## config.mk

```make
export PLATFORM = sky130hd
export DESIGN_NAME = periodic_task_tick_scheduler_top_flat
export DESIGN_NICKNAME = d
export VERILOG_FILES = /design/src/design/ptts_pkg.sv /design/src/design/ptts_if.sv /design/src/design/ptts_datapath.sv /design/src/design/ptts_ctrl.sv /design/src/design/periodic_task_tick_scheduler_top.sv /design/src/flat_wrapper.sv
export SDC_FILE = /design/constraint.sdc
export NUM_CORES = 1
export LEC_CHECK = 0
export ABC_CLOCK_PERIOD_IN_PS = 3300
export BUFFER_PORTS_ARGS = -buffer_cell sky130_fd_sc_hd__buf_2
export CORE_MARGIN = 8
export CORE_UTILIZATION = 30
export DETAILED_ROUTE_END_ITERATION = 8
export GPL_TIMING_DRIVEN = 0
export PLACE_DENSITY = 0.5
export SLEW_MARGIN = 25
export SYNTH_ARGS = -nofsm -noshare
export SYNTH_HDL_FRONTEND = slang
export SYNTH_HIERARCHICAL = 1
export SYNTH_SLANG_ARGS = --single-unit
```

## constraint.sdc

```tcl
create_clock -name clk -period 3.3 [get_ports clk]
set_input_delay 0 -clock clk [delete_from_list [all_inputs] [get_ports clk]]
set_output_delay 0 -clock clk [all_outputs]
set_load 0.02 [all_outputs]
```

## src/design/ptts_pkg.sv

```systemverilog
// ----------------------------------------------------------------------------
// ptts_pkg: shared types and constants of the periodic task tick scheduler.
// Holds slot counts, field widths, command codes and the controller bundles.
// ----------------------------------------------------------------------------
package ptts_pkg;

    localparam int NUM_TASKS = 8;
    localparam int SLOT_W    = (NUM_TASKS > 1) ? $clog2(NUM_TASKS) : 1;
    localparam int CMD_W     = 3;
    localparam int ID_W      = 3;
    localparam int TIME_W    = 16;
    localparam int MASK_W    = 8;

    typedef enum logic [CMD_W-1:0] {
        CMD_TICK    = 3'd0,
        CMD_CREATE  = 3'd1,
        CMD_SUSPEND = 3'd2,
        CMD_RESUME  = 3'd3,
        CMD_DELETE  = 3'd4
    } command_t;

    typedef struct packed {
        logic apply_cmd;
        logic tick_start;
        logic tick_step;
        logic load_result;
    } ctrl_cmd_t;

    typedef struct packed {
        logic last_slot;
    } dp_status_t;

endpackage

```

## src/design/ptts_if.sv

```systemverilog
// ----------------------------------------------------------------------------
// ptts_if: handshake channels of the periodic task tick scheduler.
// One interface carries requests, the other carries fired masks.
// ----------------------------------------------------------------------------
interface ptts_req_if
    import ptts_pkg::*;
();
    logic              valid;
    logic              ready;
    logic [CMD_W-1:0]  command;
    logic [ID_W-1:0]   task_id;
    logic [TIME_W-1:0] period;
    logic [TIME_W-1:0] first_delay;

    modport source (output valid, command, task_id, period, first_delay, input ready);
    modport sink (input valid, command, task_id, period, first_delay, output ready);
endinterface

interface ptts_res_if
    import ptts_pkg::*;
();
    logic              valid;
    logic              ready;
    logic [MASK_W-1:0] fired_mask;

    modport source (output valid, fired_mask, input ready);
    modport sink (input valid, fired_mask, output ready);
endinterface

```

## src/design/ptts_datapath.sv

```systemverilog
// ----------------------------------------------------------------------------
// ptts_datapath: task slot storage, slot walk counter and fired mask register.
// Applies slot commands and visits one slot per cycle during a tick.
// ----------------------------------------------------------------------------
module ptts_datapath
    import ptts_pkg::*;
(
    input  logic              clk,
    input  logic              rst_n,
    input  ctrl_cmd_t         cmd,
    input  logic [CMD_W-1:0]  command,
    input  logic [ID_W-1:0]   task_id,
    input  logic [TIME_W-1:0] period,
    input  logic [TIME_W-1:0] first_delay,
    output dp_status_t        status,
    output logic [MASK_W-1:0] fired_mask
);

    logic [TIME_W-1:0] period_reg    [NUM_TASKS];
    logic [TIME_W-1:0] countdown_reg [NUM_TASKS];
    logic [NUM_TASKS-1:0] present_reg, present_next;
    logic [NUM_TASKS-1:0] ready_reg, ready_next;
    logic [SLOT_W-1:0] slot_reg, slot_next;
    logic [MASK_W-1:0] acc_reg, acc_next;
    logic [MASK_W-1:0] mask_reg, mask_next;

    logic              id_valid;
    logic [SLOT_W-1:0] id_slot;
    logic              slot_active;
    logic              slot_zero;
    logic [TIME_W-1:0] cd_cur;
    logic [TIME_W-1:0] cd_new;

    assign id_valid    = (32'(task_id) < NUM_TASKS);
    assign id_slot     = SLOT_W'(task_id);
    assign cd_cur      = countdown_reg[slot_reg];
    assign slot_active = present_reg[slot_reg] && ready_reg[slot_reg];
    assign slot_zero   = (cd_cur == '0);
    assign cd_new      = slot_zero ? (period_reg[slot_reg] - TIME_W'(1)) : (cd_cur - TIME_W'(1));

    always_comb
    begin
        present_next = present_reg;
        ready_next   = ready_reg;
        if (cmd.apply_cmd && id_valid)
        begin
            case (command)
                CMD_CREATE:
                begin
                    present_next[id_slot] = 1'b1;
                    ready_next[id_slot]   = 1'b1;
                end
                CMD_SUSPEND: ready_next[id_slot] = 1'b0;
                CMD_RESUME:  ready_next[id_slot] = 1'b1;
                CMD_DELETE:  present_next[id_slot] = 1'b0;
                default:
                begin
                    present_next = present_reg;
                    ready_next   = ready_reg;
                end
            endcase
        end
    end

    always_comb
    begin
        slot_next = slot_reg;
        acc_next  = acc_reg;
        if (cmd.tick_start)
        begin
            slot_next = '0;
            acc_next  = '0;
        end
        else if (cmd.tick_step)
        begin
            slot_next = slot_reg + SLOT_W'(1);
            if (slot_active && slot_zero)
            begin
                acc_next = acc_reg | (MASK_W'(1) << slot_reg);
            end
        end
    end

    always_comb
    begin
        mask_next = mask_reg;
        if (cmd.apply_cmd)
        begin
            mask_next = '0;
        end
        else if (cmd.load_result)
        begin
            mask_next = acc_next;
        end
    end

    always_ff @(posedge clk or negedge rst_n)
    begin
        if (!rst_n)
        begin
            present_reg <= '0;
            ready_reg   <= '0;
            slot_reg    <= '0;
            acc_reg     <= '0;
            mask_reg    <= '0;
        end
        else
        begin
            present_reg <= present_next;
            ready_reg   <= ready_next;
            slot_reg    <= slot_next;
            acc_reg     <= acc_next;
            mask_reg    <= mask_next;
        end
    end

    always_ff @(posedge clk)
    begin
        if (cmd.apply_cmd && id_valid && (command == CMD_CREATE))
        begin
            period_reg[id_slot]    <= period;
            countdown_reg[id_slot] <= first_delay;
        end
        else if (cmd.tick_step && slot_active)
        begin
            countdown_reg[slot_reg] <= cd_new;
        end
    end

    assign status.last_slot = (32'(slot_reg) == (NUM_TASKS - 1));
    assign fired_mask       = mask_reg;

endmodule

```

## src/design/ptts_ctrl.sv

```systemverilog
// ----------------------------------------------------------------------------
// ptts_ctrl: request and result control of the periodic task tick scheduler.
// Accepts requests, sequences the slot walk of a tick and owns result valid.
// ----------------------------------------------------------------------------
module ptts_ctrl
    import ptts_pkg::*;
(
    input  logic             clk,
    input  logic             rst_n,
    input  logic             req_valid,
    input  logic [CMD_W-1:0] command,
    output logic             req_ready,
    input  logic             res_ready,
    output logic             res_valid,
    input  dp_status_t       status,
    output ctrl_cmd_t        cmd
);

    typedef enum logic [1:0] {
        ST_IDLE = 2'b01,
        ST_WALK = 2'b10
    } state_t;

    state_t state_reg, state_next;
    logic   out_valid_reg, out_valid_next;
    logic   accept;

    assign req_ready = (state_reg == ST_IDLE) && (!out_valid_reg || res_ready);
    assign accept    = req_ready && req_valid;

    always_comb
    begin
        cmd.apply_cmd   = accept && (command != CMD_TICK);
        cmd.tick_start  = accept && (command == CMD_TICK);
        cmd.tick_step   = (state_reg == ST_WALK);
        cmd.load_result = (state_reg == ST_WALK) && status.last_slot;
    end

    always_comb
    begin
        state_next = state_reg;
        case (state_reg)
            ST_IDLE:
            begin
                if (cmd.tick_start)
                begin
                    state_next = ST_WALK;
                end
            end
            ST_WALK:
            begin
                if (status.last_slot)
                begin
                    state_next = ST_IDLE;
                end
            end
            default: state_next = ST_IDLE;
        endcase
    end

    always_comb
    begin
        out_valid_next = out_valid_reg;
        if (cmd.apply_cmd || cmd.load_result)
        begin
            out_valid_next = 1'b1;
        end
        else if (res_ready)
        begin
            out_valid_next = 1'b0;
        end
    end

    always_ff @(posedge clk or negedge rst_n)
    begin
        if (!rst_n)
        begin
            state_reg     <= ST_IDLE;
            out_valid_reg <= 1'b0;
        end
        else
        begin
            state_reg     <= state_next;
            out_valid_reg <= out_valid_next;
        end
    end

    assign res_valid = out_valid_reg;

endmodule

```

## src/design/periodic_task_tick_scheduler_top.sv

```systemverilog
// ----------------------------------------------------------------------------
// periodic_task_tick_scheduler_top: bank of per-slot periodic countdown timers.
// Create, suspend, resume, delete and the spare codes give their empty result
// in the next cycle. A tick walks one slot per cycle and then loads its mask.
// A tick blocks the request channel until its walk ends; other commands
// can be taken every cycle while the result side keeps up.
// Reset clears all present and ready flags and empties the result register.
// ----------------------------------------------------------------------------
module periodic_task_tick_scheduler_top
    import ptts_pkg::*;
(
    input logic      clk,
    input logic      rst_n,
    ptts_req_if.sink request,
    ptts_res_if.source result
);

    ctrl_cmd_t  cmd;
    dp_status_t status;

    ptts_ctrl u_ctrl (
        .clk       (clk),
        .rst_n     (rst_n),
        .req_valid (request.valid),
        .command   (request.command),
        .req_ready (request.ready),
        .res_ready (result.ready),
        .res_valid (result.valid),
        .status    (status),
        .cmd       (cmd)
    );

    ptts_datapath u_datapath (
        .clk         (clk),
        .rst_n       (rst_n),
        .cmd         (cmd),
        .command     (request.command),
        .task_id     (request.task_id),
        .period      (request.period),
        .first_delay (request.first_delay),
        .status      (status),
        .fired_mask  (result.fired_mask)
    );

    // A transaction is only taken when the result register is free or draining.
    assert property (@(posedge clk) disable iff (!rst_n)
        (request.valid && request.ready) |-> (!result.valid || result.ready))
        else $error("request accepted while result register is blocked");

    assert property (@(posedge clk) disable iff (!rst_n)
        (request.valid && request.ready && (request.command != CMD_TICK))
        |=> (result.valid && (result.fired_mask == '0)))
        else $error("slot command did not return an empty mask");

    assert property (@(posedge clk) disable iff (!rst_n)
        (result.valid && !result.ready) |-> !request.ready)
        else $error("request ready while result is stalled");

    assert property (@(posedge clk) disable iff (!rst_n)
        cmd.tick_step |-> !request.ready)
        else $error("request ready during a slot walk");

endmodule

```

## src/flat_wrapper.sv

```systemverilog
// flat-port wrapper written by rule: the top's interface ports become plain ports
module periodic_task_tick_scheduler_top_flat import ptts_pkg::*;
  (clk, rst_n, request_valid, request_command, request_task_id, request_period, request_first_delay, request_ready, result_valid, result_fired_mask, result_ready);
  ptts_req_if request_i ();
  ptts_res_if result_i ();
  input logic clk;
  input logic rst_n;
  input wire logic [$bits(request_i.valid)-1:0] request_valid;
  input wire logic [$bits(request_i.command)-1:0] request_command;
  input wire logic [$bits(request_i.task_id)-1:0] request_task_id;
  input wire logic [$bits(request_i.period)-1:0] request_period;
  input wire logic [$bits(request_i.first_delay)-1:0] request_first_delay;
  output wire logic [$bits(request_i.ready)-1:0] request_ready;
  output wire logic [$bits(result_i.valid)-1:0] result_valid;
  output wire logic [$bits(result_i.fired_mask)-1:0] result_fired_mask;
  input wire logic [$bits(result_i.ready)-1:0] result_ready;
  assign request_i.valid = request_valid;
  assign request_i.command = request_command;
  assign request_i.task_id = request_task_id;
  assign request_i.period = request_period;
  assign request_i.first_delay = request_first_delay;
  assign request_ready = request_i.ready;
  assign result_valid = result_i.valid;
  assign result_fired_mask = result_i.fired_mask;
  assign result_i.ready = result_ready;
  periodic_task_tick_scheduler_top u_core (.clk(clk), .rst_n(rst_n), .request(request_i), .result(result_i));
endmodule
```

======== Yosys cells after proc, flatten, opt, wreduce, memory -nomap -nowiden ========
Memory sizes are Yosys's and may differ from the RTL's.
Index checks and enable logic that the tools add are counted.
cells by class
  bitwise gates (word level) .............. 6
  $lt $le $gt $ge ......................... 3
  eq/ne operators ......................... 9
  add/sub/neg operators ................... 3
  reduce and logical (&&, ||, !) cells .... 26
  multiplexer cells ....................... 29
  shifts and indexed selects .............. 1
operators by type and width
  cell                                                                          count
  8-bit 2-to-1 mux                                                              5
  16-bit 2-to-1 mux                                                             2
  8-bit one-hot mux with 2 select lines                                         2
  16-bit by 1-bit subtractor with 16-bit output, second input constant          2
  8-bit OR                                                                      3
  8-bit bitwise AND                                                             2
  16-bit logical NOT                                                            1
  16-bit OR reduction                                                           1
  1-bit 2-to-1 mux                                                              11
  1-bit logical AND                                                             10
  2-bit nonzero test                                                            5
  3-bit 2-to-1 mux                                                              3
  3-bit by 4-bit less-than comparator with 1-bit output, second input constant  2
  8-bit NOT                                                                     1
  1-bit by 3-bit << shifter with 8-bit output, first input constant             1
  1-bit binary-select mux with 3-bit select                                     2
  3-bit by 2-bit equality test with 1-bit output, second input constant         2
  3-bit equality test, second input constant                                    2
  2-bit AND reduction                                                           3
  2-bit 2-to-1 mux                                                              2
  2-bit by 1-bit != test with 1-bit output, second input constant               2
  2-bit one-hot mux with 2 select lines                                         1
  3-bit by 1-bit adder with 3-bit output, second input constant                 1
  1-bit demux with 3-bit select                                                 1
  other kinds (9)                                                               10
storage, ports and cells
  memories ................................ 2
  word-level logic and storage cells ...... 86
  RAM bits ................................ 256
  output and inout bits ................... 10
  bits in registers ....................... 38
  input bits .............................. 42
memory list
  memory                           depth  bits a word  read ports  clocked after memory_dff  write ports  RTL line             text
  u_core.u_datapath.countdown_reg  8      16           1           0                         1            ptts_datapath.sv:20  logic [TIME_W-1:0] countdown_reg [NUM_TASKS];
  u_core.u_datapath.period_reg     8      16           1           0                         1            ptts_datapath.sv:19  logic [TIME_W-1:0] period_reg [NUM_TASKS];

======== Longest topological paths before layout ========
Gate-level depths: netlist of the first run.
  word-level depth ........................ 10
  mapped depth ............................ 17
  mapped depth without buffers ............ 14

======== Modules after synthesis ========
Netlist of the first run, hierarchy kept.
by module, submodules not included
  module         cells an instance  times used  area each (µm²)  seq. area each (µm²)
  ptts_datapath  735                1           12294.3          8563.2
  ptts_ctrl      18                 1           171.4            76.3

======== Worst setup path before layout of the first run ========
Ideal clock, no wire load.
  kind .................................... reg-to-reg
  start point ............................. register u_core.u_datapath.slot_reg[0]
  end point ............................... memory u_core.u_datapath.countdown_reg[0][8], data pin
  data required time ...................... 3.035 ns
  data arrival time ....................... 3.379 ns
  slack ................................... -0.344 ns
  buffers on the path ..................... 2
  clock period less this slack ............ 3.644 ns
  setup time .............................. 0.265 ns
  stages on the path, launching flop included .. 17
  cells stage by stage .................... dfrtp_1 > buf_6 > buf_12 > mux4_2 > mux2_4 > nor3_4 > o21a_1 > nand2_1 > nor2_1 > nor2_1 > ha_1 > and2_1 > nand2_1 > a31oi_1 > nand2_1 > xor2_1 > o21ai_0
on the way
  word-level cells in the longest chain between the ends .. 9
  elaborated cells between the ends (all ways) .. 17
ends and longest elaborated chain
  what                                                                            RTL line              text
  start: declaration                                                              ptts_datapath.sv:23   logic [SLOT_W-1:0] slot_reg, slot_next;
  start signal: assignment                                                        ptts_datapath.sv:111  slot_reg <= slot_next;
  parallel branches: the longest is 8 deep, another holds memory read 8 x 16 bit  --
  16-bit 2-to-1 mux (no source line) (*)                                          --
  end: declaration                                                                ptts_datapath.sv:20
Every way passes the cells marked *. The select of a mux whose other input is x is not followed.

======== Worst setup path in the final report of the first run ========
  start point ............................. register u_core.u_datapath.slot_reg[0]
  end point ............................... memory u_core.u_datapath.countdown_reg[2][12], data pin
The elaborated chain is that of the path after synthesis.

==> results of run 1 <==
## power by group through the flow
| stage | sequential, mW | combinational, mW | clock [mW] |
|---|---|---|---|
| finish | 4.15 | 1.98 | 3.58 |
| global route | 4.16 | 2.11 | 3.80 |
| CTS | 4.15 | 1.94 | 3.66 |
| detailed placement | 4.22 | 1.44 | 0 |
| global placement | 4.22 | 1.42 | 0 |
| floorplan | 4.22 | 0.987 | 0 |
## worst max-delay path, delay by kind of cell, from the launching register on
kind                       cells  cell delay (ns)
xor gates and xnor gates       1             0.26
and+or+nand+nor                8             1.08
muxes                          2             0.81
adders and majority gates      1             0.17
buffers and inverters          3             0.41
AOI/OAI and AO/OA              2             0.17
DFF                            1             0.39
## Yosys cell counts (all sizes together), types with 2 or more instances
master,count
nand2b,3
o31a,2
o31ai,4
ha,7
xnor2,5
edfxtp,256
inv,7
nor3b,4
and4,2
a311oi,2
nor2,71
nand3,15
a21o,3
a31oi,10
a21oi,25
nor2b,5
or2,2
nand2,59
xor2,6
o21ai,41
a41oi,2
a211oi,3
o21a,3
mux2,23
nor3,13
nand4,3
a22o,2
buf,21
clkbuf,12
mux4,62
and3,4
dfrtp,37
mux2i,21
## layout make-up
class / count / area (um2) / share of cell area, %
clock buffers: 34 / 787 / 4.73
plain buffers: 31 / 300 / 1.81
multi-input cells: 419 / 4340 / 26.1
well taps: 532 / 666 / 4.00
repair buffers: 168 / 1590 / 9.58
flip-flops and latches: 294 / 8640 / 52.0
diodes: 1 / 2.50 / 0.0151
inverters: 7 / 31.3 / 0.188
clock inverters: 23 / 263 / 1.58
## per-stage QoR
| step | std cells | total power [mW] | area, um2 |
|---|---|---|---|
| after floorplan | 753 | 5.20 | 12600 |
| after global placement | 1335 | 5.65 | 13500 |
| after detailed placement | 1344 | 5.67 | 13700 |
| after CTS | 1502 | 9.76 | 16500 |
| after global routing | 1509 | 10.1 | 16600 |
| final | 1509 | 9.72 | 16600 |
## worst paths after layout
| kind | from | end | slack, ns |
|---|---|---|---|
| worst max register to register | u_core/u_datapath/slot_reg[0] | u_core/u_datapath/countdown_reg[2][12] | -0.26 |
| worst min register to register | u_core/u_datapath/fired_mask[4] | u_core/u_datapath/fired_mask[4] | 0.48 |
| worst min-delay path | request_first_delay[13] | u_core/u_datapath/countdown_reg[4][13] | 0.01 |
| max in group asynchronous | rst_n | u_core/u_datapath/slot_reg[1] | 2.58 |
| worst max-delay path | u_core/u_datapath/slot_reg[0] | u_core/u_datapath/countdown_reg[2][12] | -0.26 |
| min in group asynchronous | rst_n | async pin | 0.10 |
## cell families (layout without fill, tap and decap cells)
group	after synthesis	after routing	share of synthesized area [%]
xor+xnor	11	11	0.773
flops	294	294	69.3
compound gates	105	105	5.16
mux	106	106	15.1
fa+ha+maj	7	7	0.703
other cells	0	1	0
buf+inv	40	263	1.76
simple gates	190	190	7.19
## layer usage
metal / wire length [um] / share of wire (%) / GRT usage [%] / vias up
li1: - / - / - / 3379
met1: 14000 / 43 / 17.6 / 3876
met2: 16100 / 50 / 23.0 / 173
met3: 1680 / 5.2 / 2.28 / 42
met4: 608 / 1.9 / 3.18 / 0
met5: 0 / 0 / 0 / -
## what timing repair did
item                                   4_1_cts  5_1_grt
hold buffers                                40        0
cloned                                       2        0
pin swaps                                   39       20
buffers inserted                            62       12
setup endpoints to repair                  365      390
resized for setup                          140       27
endpoints found under the hold margin      286        0
==> flow_summary_export.csv, run 1 <==
group,metric,value,unit
run_status,run_status,"finished, violations left",
run_status,violations,"setup timing",
power,comb_power_share,20.4,%
worst_setup_path,endpoint_kind,"flop",
placed_design,hpwl,21.0,mm
floorplanning,initial_utilization,30.5,%
synthesis,ys_types,68,
clock_network,path_clk_slew,0.06,ns
power,p_seq_share,42.7,%
clock_network,root_buffer,"clkbuf_16",
grt,antenna_found_initial,1,
timing,relSlewSlack,41.3,%
synthesis,yosys.area.top_type_share,61.7,%
floorplanning,core,40900,um2
power,pwr_density_cell,585,nW/um2
timing,maxSlewViolCount,0,
finish,syn_to_final_growth,33.4,%
synthesis,synth-seq-cells,294,
power,p_sw_share,25.5,%
synthesis,syn-mean-instance-area,16.6,um2
power,p_clk_share,36.8,%
routing,wl_per_cell,21.5,um
timing,hold_viol,0,
timing,max_slew.worst_pin.slew,0.881,ns
worst_setup_path,arrival,3.84,ns
routing,dr.pass1.iters,4,
min_path,hold_path.class,"primary input to flop",
placed_design,io_buffers,50,
routing,ant_nets,0,
timing,period_minus_slack,3.56,ns
placed_design,dpl_worst_slack,-1.43,ns
power,p_int,7.24,mW
floorplanning,die_x,220,um
floorplanning,io_pins,52,
routing,drc,0,
power,peakVddDrop,0.347,mV
floorplanning,die_area,48300,um2
timing,fin_ws,-0.260,ns
finish,fillers,3697,
timing,finalClockSkew,0.0227,ns
clock_network,cts_buffer_depth,3,
timing,fin_crit_sh,108,%
worst_setup_path,worstRegToRegCells,17,
routing,drt_iter0_markers,457,
worst_setup_path,crit_path_start_kind,"flop",
synthesis,synth-edff-count,256,
grt,overflow,0,
floorplanning,die_h,220,um
grt,grt_pass1_wl,49.0,mm
clock_network,cts_htree_levels,1,
finish,layout_commonest_cell,"edfxtp_1",
synthesis,async_flop_share,12.9,%
min_path,min_delay_path_depth,3,
timing,setup_viol,88,
clock_network,clock_latency,0.56,ns
grt,grt_max_degree,39,
routing,via_per_inst,4.95,
synthesis,ys_seq_area_share,69.3,%
timing,max_freq,281,MHz
placed_design,place.gp.congestion,0.779,
worst_setup_path,crit_slowest_cell,"mux4_2",
synthesis,syn_area,12500,um2
finish,nNetsFinal,1001,
worst_setup_path,cp.required,3.58,ns
clock_network,clkSinkCount,294,
routing,via_count,7470,
timing,timing.hold.ws,0.0106,ns
synthesis,syn_inst,753,
timing,setup_tns,-13.64,ns
timing,rsz0062_at_grt,"true",
worst_setup_path,cpPeakStageDelay,0.50,ns
worst_setup_path,crit_type,"flop to flop",
synthesis,synth_top_cell_by_area,"edfxtp_1",
power,p_leak,5.71,nW
power,p_sw,2.48,mW
worst_setup_path,cp_max_fo,8,
synthesis,yosys_warnings,6,
clock_network,cts_tree,"yes",
grt,grt_pass1_vias,7909,
routing,wl,32.4,mm
clock_network,numCtsBuffers,31,
finish,finalCoreUtilization,40.6,%
synthesis,syn_nets,802,
finish,layout_common_cells,"edfxtp_1, mux4_2, nand2_1, buf_2",
synthesis,synth_area_leaders,"edfxtp_1, mux4_2, dfrtp_1",
worst_setup_path,cp_cell_sequence,"buf_12, buf_8, mux4_2, mux2_4, nor3b_4, and4_1, buf_6, nand2_8, nor2_4, nor2_2, ha_2, and2_4, nand2_4, a31oi_4, nand4_1, xor2_2, o21ai_4",
floorplanning,placementRows,74,
synthesis,synth_ff_type,"edfxtp_1",
finish,drive_above_1_share,39.5,%
grt,grt_usage,13.4,%
run,cap_viol_max_count,0,
(Power assumes the default switching activity.)
==> run 2: changes to the inputs <==
PLACE_DENSITY = 0.54   (was 0.5)
==> flow_summary_export.csv, run 2 (synthesis results as in run 1) <==
group,metric,value,unit
timing,hold_viol,0,
run_status,run_status,"finished, violations left",
finish,nNetsFinal,981,
timing,finalClockSkew,0.0257,ns
placed_design,hpwl,19.9,mm
run_status,violations,"setup timing",
grt,overflow,0,
floorplanning,placementRows,74,
power,comb_power_share,19.4,%
power,p_clk_share,37.8,%
routing,wl,31.7,mm
routing,drt_iter0_markers,678,
worst_setup_path,worstRegToRegCells,13,
timing,period_minus_slack,3.47,ns
power,p_sw_share,25.7,%
worst_setup_path,arrival,3.71,ns
timing,relSlewSlack,36.4,%
placed_design,io_buffers,50,
power,peakVddDrop,0.315,mV
clock_network,clkSinkCount,294,
finish,fillers,3719,
worst_setup_path,r2r-start,"u_core/u_datapath/slot_reg[0]",
routing,via_count,7370,
routing,drc,0,
worst_setup_path,cp_cell_sequence,"buf_12, buf_8, mux4_2, mux2_4, nor3b_4, and4_4, buf_4, buf_6, buf_8, o311a_4, and3b_2, xnor2_2, mux2_4",
worst_setup_path,cp.required,3.54,ns
clock_network,clock_latency,0.52,ns
worst_setup_path,cp_max_fo,8,
worst_setup_path,reg2reg_to,"u_core/u_datapath/countdown_reg[7][11]",
worst_setup_path,crit_type,"flop to flop",
power,p_sw,2.50,mW
timing,setup_viol,88,
grt,antenna_found_initial,1,
power,p_leak,5.58,nW
timing,max_freq,288,MHz
placed_design,place.gp.congestion,0.822,
timing,max_slew.worst_pin.slew,0.954,ns
finish,drive_above_1_share,37.9,%
finish,multi_input_area,4310,um2
worst_setup_path,endpoint_kind,"flop",
worst_setup_path,regToRegSetupSlack,-0.17,ns
grt,grt_max_degree,39,
floorplanning,die_area,48300,um2
min_path,min-delay-start,"request_command[0]",
timing,fin_crit_sh,105,%
grt,grt_usage,13.2,%
min_path,min_delay_path_depth,4,
worst_setup_path,crit_path_start_kind,"flop",
floorplanning,io_pins,52,
placed_design,dpl_cell_area,13700,um2
worst_setup_path,cpPeakStageDelay,0.49,ns
timing,rsz0062_at_grt,"true",
worst_setup_path,crit_slowest_cell,"mux4_2",
finish,layout_common_cells,"edfxtp_1, mux4_2, nand2_1, buf_2, nor2_1",
clock_network,cts_tree,"yes",
timing,timing.hold.ws,0.0395,ns
min_path,hold_path.class,"primary input to flop",
routing,ant_nets,0,
power,p_int,7.21,mW
routing,via_per_inst,4.94,
clock_network,path_clk_slew,0.05,ns
finish,finalInstanceArea,16400,um2
clock_network,root_buffer,"clkbuf_16",
floorplanning,die_x,220,um
min_path,whs_endpoint,"u_core/u_ctrl/state_reg[0]",
clock_network,cts_htree_levels,2,
finish,layout_commonest_cell,"edfxtp_1",
timing,fin_ws,-0.173,ns
routing,wl_per_cell,21.3,um
floorplanning,core,40900,um2
grt,grt_pass1_vias,7642,
clock_network,numCtsBuffers,34,
power,p_seq_share,42.8,%
floorplanning,die_h,220,um
clock_network,cts_buffer_depth,3,
finish,register_area,8640,um2
finish,syn_to_final_growth,31.5,%
grt,grt_pass1_wl,47.7,mm
floorplanning,initial_utilization,30.5,%
power,pwr_density_cell,592,nW/um2
routing,dr.pass1.iters,5,
timing,maxSlewViolCount,0,
run,cap_viol_max_count,0,
## run 2: how the worst max path moves through the flow
| stage | start | to | depth (start not counted) |
|---|---|---|---|
| 4_1_cts | u_core/u_datapath/slot_reg[0] | u_core/u_datapath/countdown_reg[1][6] | 17 |
| 5_1_grt | u_core/u_datapath/slot_reg[0] | u_core/u_datapath/countdown_reg[0][14] | 16 |
| 3_3_place_gp | u_core/u_datapath/slot_reg[0] | u_core/u_datapath/countdown_reg[0][4] | 10 |
| 3_5_place_dp | u_core/u_datapath/slot_reg[1] | u_core/u_datapath/countdown_reg[3][15] | 10 |
| 6_report | u_core/u_datapath/slot_reg[0] | u_core/u_datapath/countdown_reg[7][11] | 13 |
| 2_1_floorplan | u_core/u_datapath/slot_reg[0] | u_core/u_datapath/countdown_reg[0][0] | 10 |
## run 2: stage by stage
stage / TNS, ns / cells / total power, mW / setup slack, ns / utilization, %
floorplan: -7.87 / 753 / 5.20 / -0.0820 / -
finish: -9.89 / 1491 / 9.70 / -0.173 / 40.1
CTS: -11.33 / 1476 / 9.71 / -0.247 / 39.4
global placement: -459.29 / 1335 / 5.63 / -1.82 / 32.9
detailed placement: -265.86 / 1340 / 5.65 / -1.38 / 33.4
global route: -18.78 / 1491 / 10.1 / -0.287 / 40.1
## run 2: critical path: cells and delay by family (launching register included)
kind                   cells  cell delay (ns)
multiplexers               3             1.11
buffers and inverters      5             0.58
AND/OR/NAND/NOR            3             0.77
flip-flops                 1             0.38
XOR/XNOR                   1             0.14
AO/OA/AOI/OAI              1             0.21
## run 2: what timing repair did
item	in CTS	in global routing
endpoints found under the setup margin	378	367
resized for setup	109	43
endpoints found under the hold margin	257	16
pin swaps	31	33
gates cloned	2	0
hold buffers	34	2
buffers inserted	42	16
## run 2: layout make-up
type,instances,share of cell area (%)
multi-input cells,419,26.3
clock buffers,44,5.61
plain buffers,29,1.68
diodes,1,0.0153
clock inverters,18,1.09
flip-flops and latches,294,52.7
repair buffers,147,8.38
well taps,532,4.06
inverters,7,0.191
## run 2: power groups by stage
stage / Combinational [mW] / Clock [mW] / Sequential, mW
after floorplan: 0.987 / 0 / 4.22
after global placement: 1.41 / 0 / 4.22
after detailed placement: 1.42 / 0 / 4.22
after CTS: 1.79 / 3.76 / 4.15
after global routing: 2.01 / 3.91 / 4.16
final: 1.88 / 3.67 / 4.15
## run 2: per-layer routing
| metal | track usage (%) | routed length (um) | up-vias | part of all wire (%) |
|---|---|---|---|---|
| met3 | 2.76 | 1930 | 56 | 6.1 |
| met4 | 3.51 | 686 | 0 | 2.2 |
| met1 | 17.3 | 13600 | 3770 | 43 |
| met5 | 0 | 0 | - | 0 |
| met2 | 22.0 | 15600 | 211 | 49 |
| li1 | - | - | 3333 | - |
==> run 3: changes to the inputs <==
ABC_CLOCK_PERIOD_IN_PS = 3100   (was 3300)
clock period = 3.1 ns   (was 3.3 ns; I/O delays follow)
==> flow_summary_export.csv, run 3 (synthesis results as in run 1) <==
group,metric,value,unit
timing,period_minus_slack,3.60,ns
placed_design,hpwl,19.7,mm
worst_setup_path,path_buf_inv,3,
timing,setup_viol,112,
floorplanning,placementRows,74,
placed_design,io_buffers,50,
min_path,min-delay-start,"request_command[1]",
clock_network,cts_htree_levels,2,
routing,drt_iter0_markers,714,
finish,nNetsFinal,1000,
routing,dr.pass1.iters,5,
finish,layout_common_cells,"edfxtp_1, mux4_2, nand2_1, buf_2, buf_4",
worst_setup_path,arrival,3.84,ns
floorplanning,die_h,220,um
grt,grt_pass1_wl,47.9,mm
floorplanning,die_area,48300,um2
routing,drc,0,
worst_setup_path,cpPeakStageDelay,0.52,ns
min_path,hold_path.class,"primary input to flop",
routing,ant_nets,0,
worst_setup_path,r2r-start,"u_core/u_datapath/slot_reg[0]",
power,total_power,10.3,mW
run,cap_viol_max_count,0,
finish,layout_commonest_cell,"edfxtp_1",
worst_setup_path,crit_path_start_kind,"flop",
timing,rsz0062_at_grt,"true",
worst_setup_path,startpoint,"u_core/u_datapath/slot_reg[0]",
routing,via_count,7526,
clock_network,clock_latency,0.52,ns
worst_setup_path,crit_type,"flop to flop",
grt,overflow,0,
clock_network,clkSinkCount,294,
timing,max_freq,278,MHz
grt,grt_max_degree,39,
floorplanning,die_x,220,um
run_status,violations,"setup timing",
worst_setup_path,cp.required,3.34,ns
timing,relSlewSlack,40.6,%
finish,drive_above_1_share,40.1,%
timing,finalClockSkew,0.0216,ns
clock_network,cts_tree,"yes",
routing,wl_per_cell,21.7,um
floorplanning,core,40900,um2
power,pwr_density_cell,617,nW/um2
clock_network,numCtsBuffers,34,
grt,antenna_found_initial,1,
routing,via_per_inst,4.99,
finish,syn_to_final_growth,33.4,%
timing,fin_crit_sh,116,%
worst_setup_path,cp_max_fo,8,
worst_setup_path,cp_top_family,"simple AND/OR/NAND/NOR gates",
floorplanning,io_pins,52,
timing,hold_viol,0,
clock_network,path_clk_slew,0.06,ns
clock_network,root_buffer,"clkbuf_16",
floorplanning,initial_utilization,30.5,%
timing,timing.hold.ws,0.0355,ns
worst_setup_path,crit_slowest_cell,"mux4_2",
grt,grt_usage,13.2,%
routing,wl,32.7,mm
worst_setup_path,endpoint_kind,"flop",
clock_network,cts_buffer_depth,3,
power,p_leak,5.71,nW
timing,fin_ws,-0.502,ns
timing,maxSlewViolCount,0,
worst_setup_path,crit_top_cell,"buf_12",
worst_setup_path,cp_cell_sequence,"buf_12, buf_12, mux4_2, mux2i_4, and3_1, and4_1, buf_6, nand2_8, nor2_4, nor2_1, ha_2, and2_4, nand2_4, a31oi_4, nand4_1, xor2_2, o21ai_4",
placed_design,place.gp.congestion,0.815,
run_status,run_status,"finished, violations left",
worst_setup_path,regToRegSetupSlack,-0.50,ns
grt,grt_pass1_vias,7679,
timing,max_slew.worst_pin.slew,0.890,ns
power,peakVddDrop,0.310,mV
-- run 3: metal layers --
metal	routed length (um)	vias to the layer above	share of wire, %	global-route usage [%]
met1	14100	3894	43	17.6
met4	656	0	2.0	3.89
met5	0	-	0	0
met2	16000	216	49	21.7
met3	1920	45	5.9	2.58
li1	-	3371	-	-
-- run 3: path summary, 6_finish.rpt --
path,end,cells past startpoint
setup / recovery,u_core/u_datapath/countdown_reg[6][12],17
min in group asynchronous,async pin,2
setup reg to reg,u_core/u_datapath/countdown_reg[6][12],17
max in group asynchronous,u_core/u_datapath/slot_reg[1],2
hold / removal,u_core/u_ctrl/state_reg[0],4
hold reg to reg,u_core/u_datapath/fired_mask[2],2
-- run 3: stage by stage --
stage                     instance area [um2]  setup TNS (ns)  utilization [%]  worst slack [ns]  std cells
after floorplan                         12600           -6.95                -            -0.182        753
after global placement                  13500         -417.71             33.0             -1.49       1335
after detailed placement                13600         -302.93             33.3             -1.52       1336
after CTS                               16000          -70.85             39.0            -0.463       1469
after global routing                    16600          -52.36             40.6            -0.637       1507
final                                   16600          -38.85             40.6            -0.502       1507
-- run 3: tightest hold or removal path, stage by stage --
cell and delay [ns]:
buf_2 0.10, nor3_2 0.07, and4bb_4 0.22, a21oi_1 0.12
-- run 3: timing repair --
| action | 4_1_cts | 5_1_grt |
|---|---|---|
| resized for setup | 109 | 58 |
| hold buffers | 33 | 3 |
| cloned | 2 | 1 |
| setup buffers | 41 | 34 |
| setup endpoints to repair | 394 | 380 |
| endpoints found under the hold margin | 261 | 24 |
| pin swaps | 37 | 37 |
-- run 3: report_power, final --
part / internal, mW / switching, mW
Clock: 2.22 / 1.53
Combinational: 0.988 / 1.10
Sequential: 4.38 / 0.0450
-- run 3: layout make-up --
type	instances	area (um2)
Sequential cell	294	8640
Buffer	31	328
Fill cell	3725	24300
Tap cell	532	666
Timing Repair Buffer	164	1550
Multi-Input combinational cell	419	4370
Clock inverter	15	143
Antenna cell	1	2.50
Clock buffer	44	898
Inverter	7	31.3
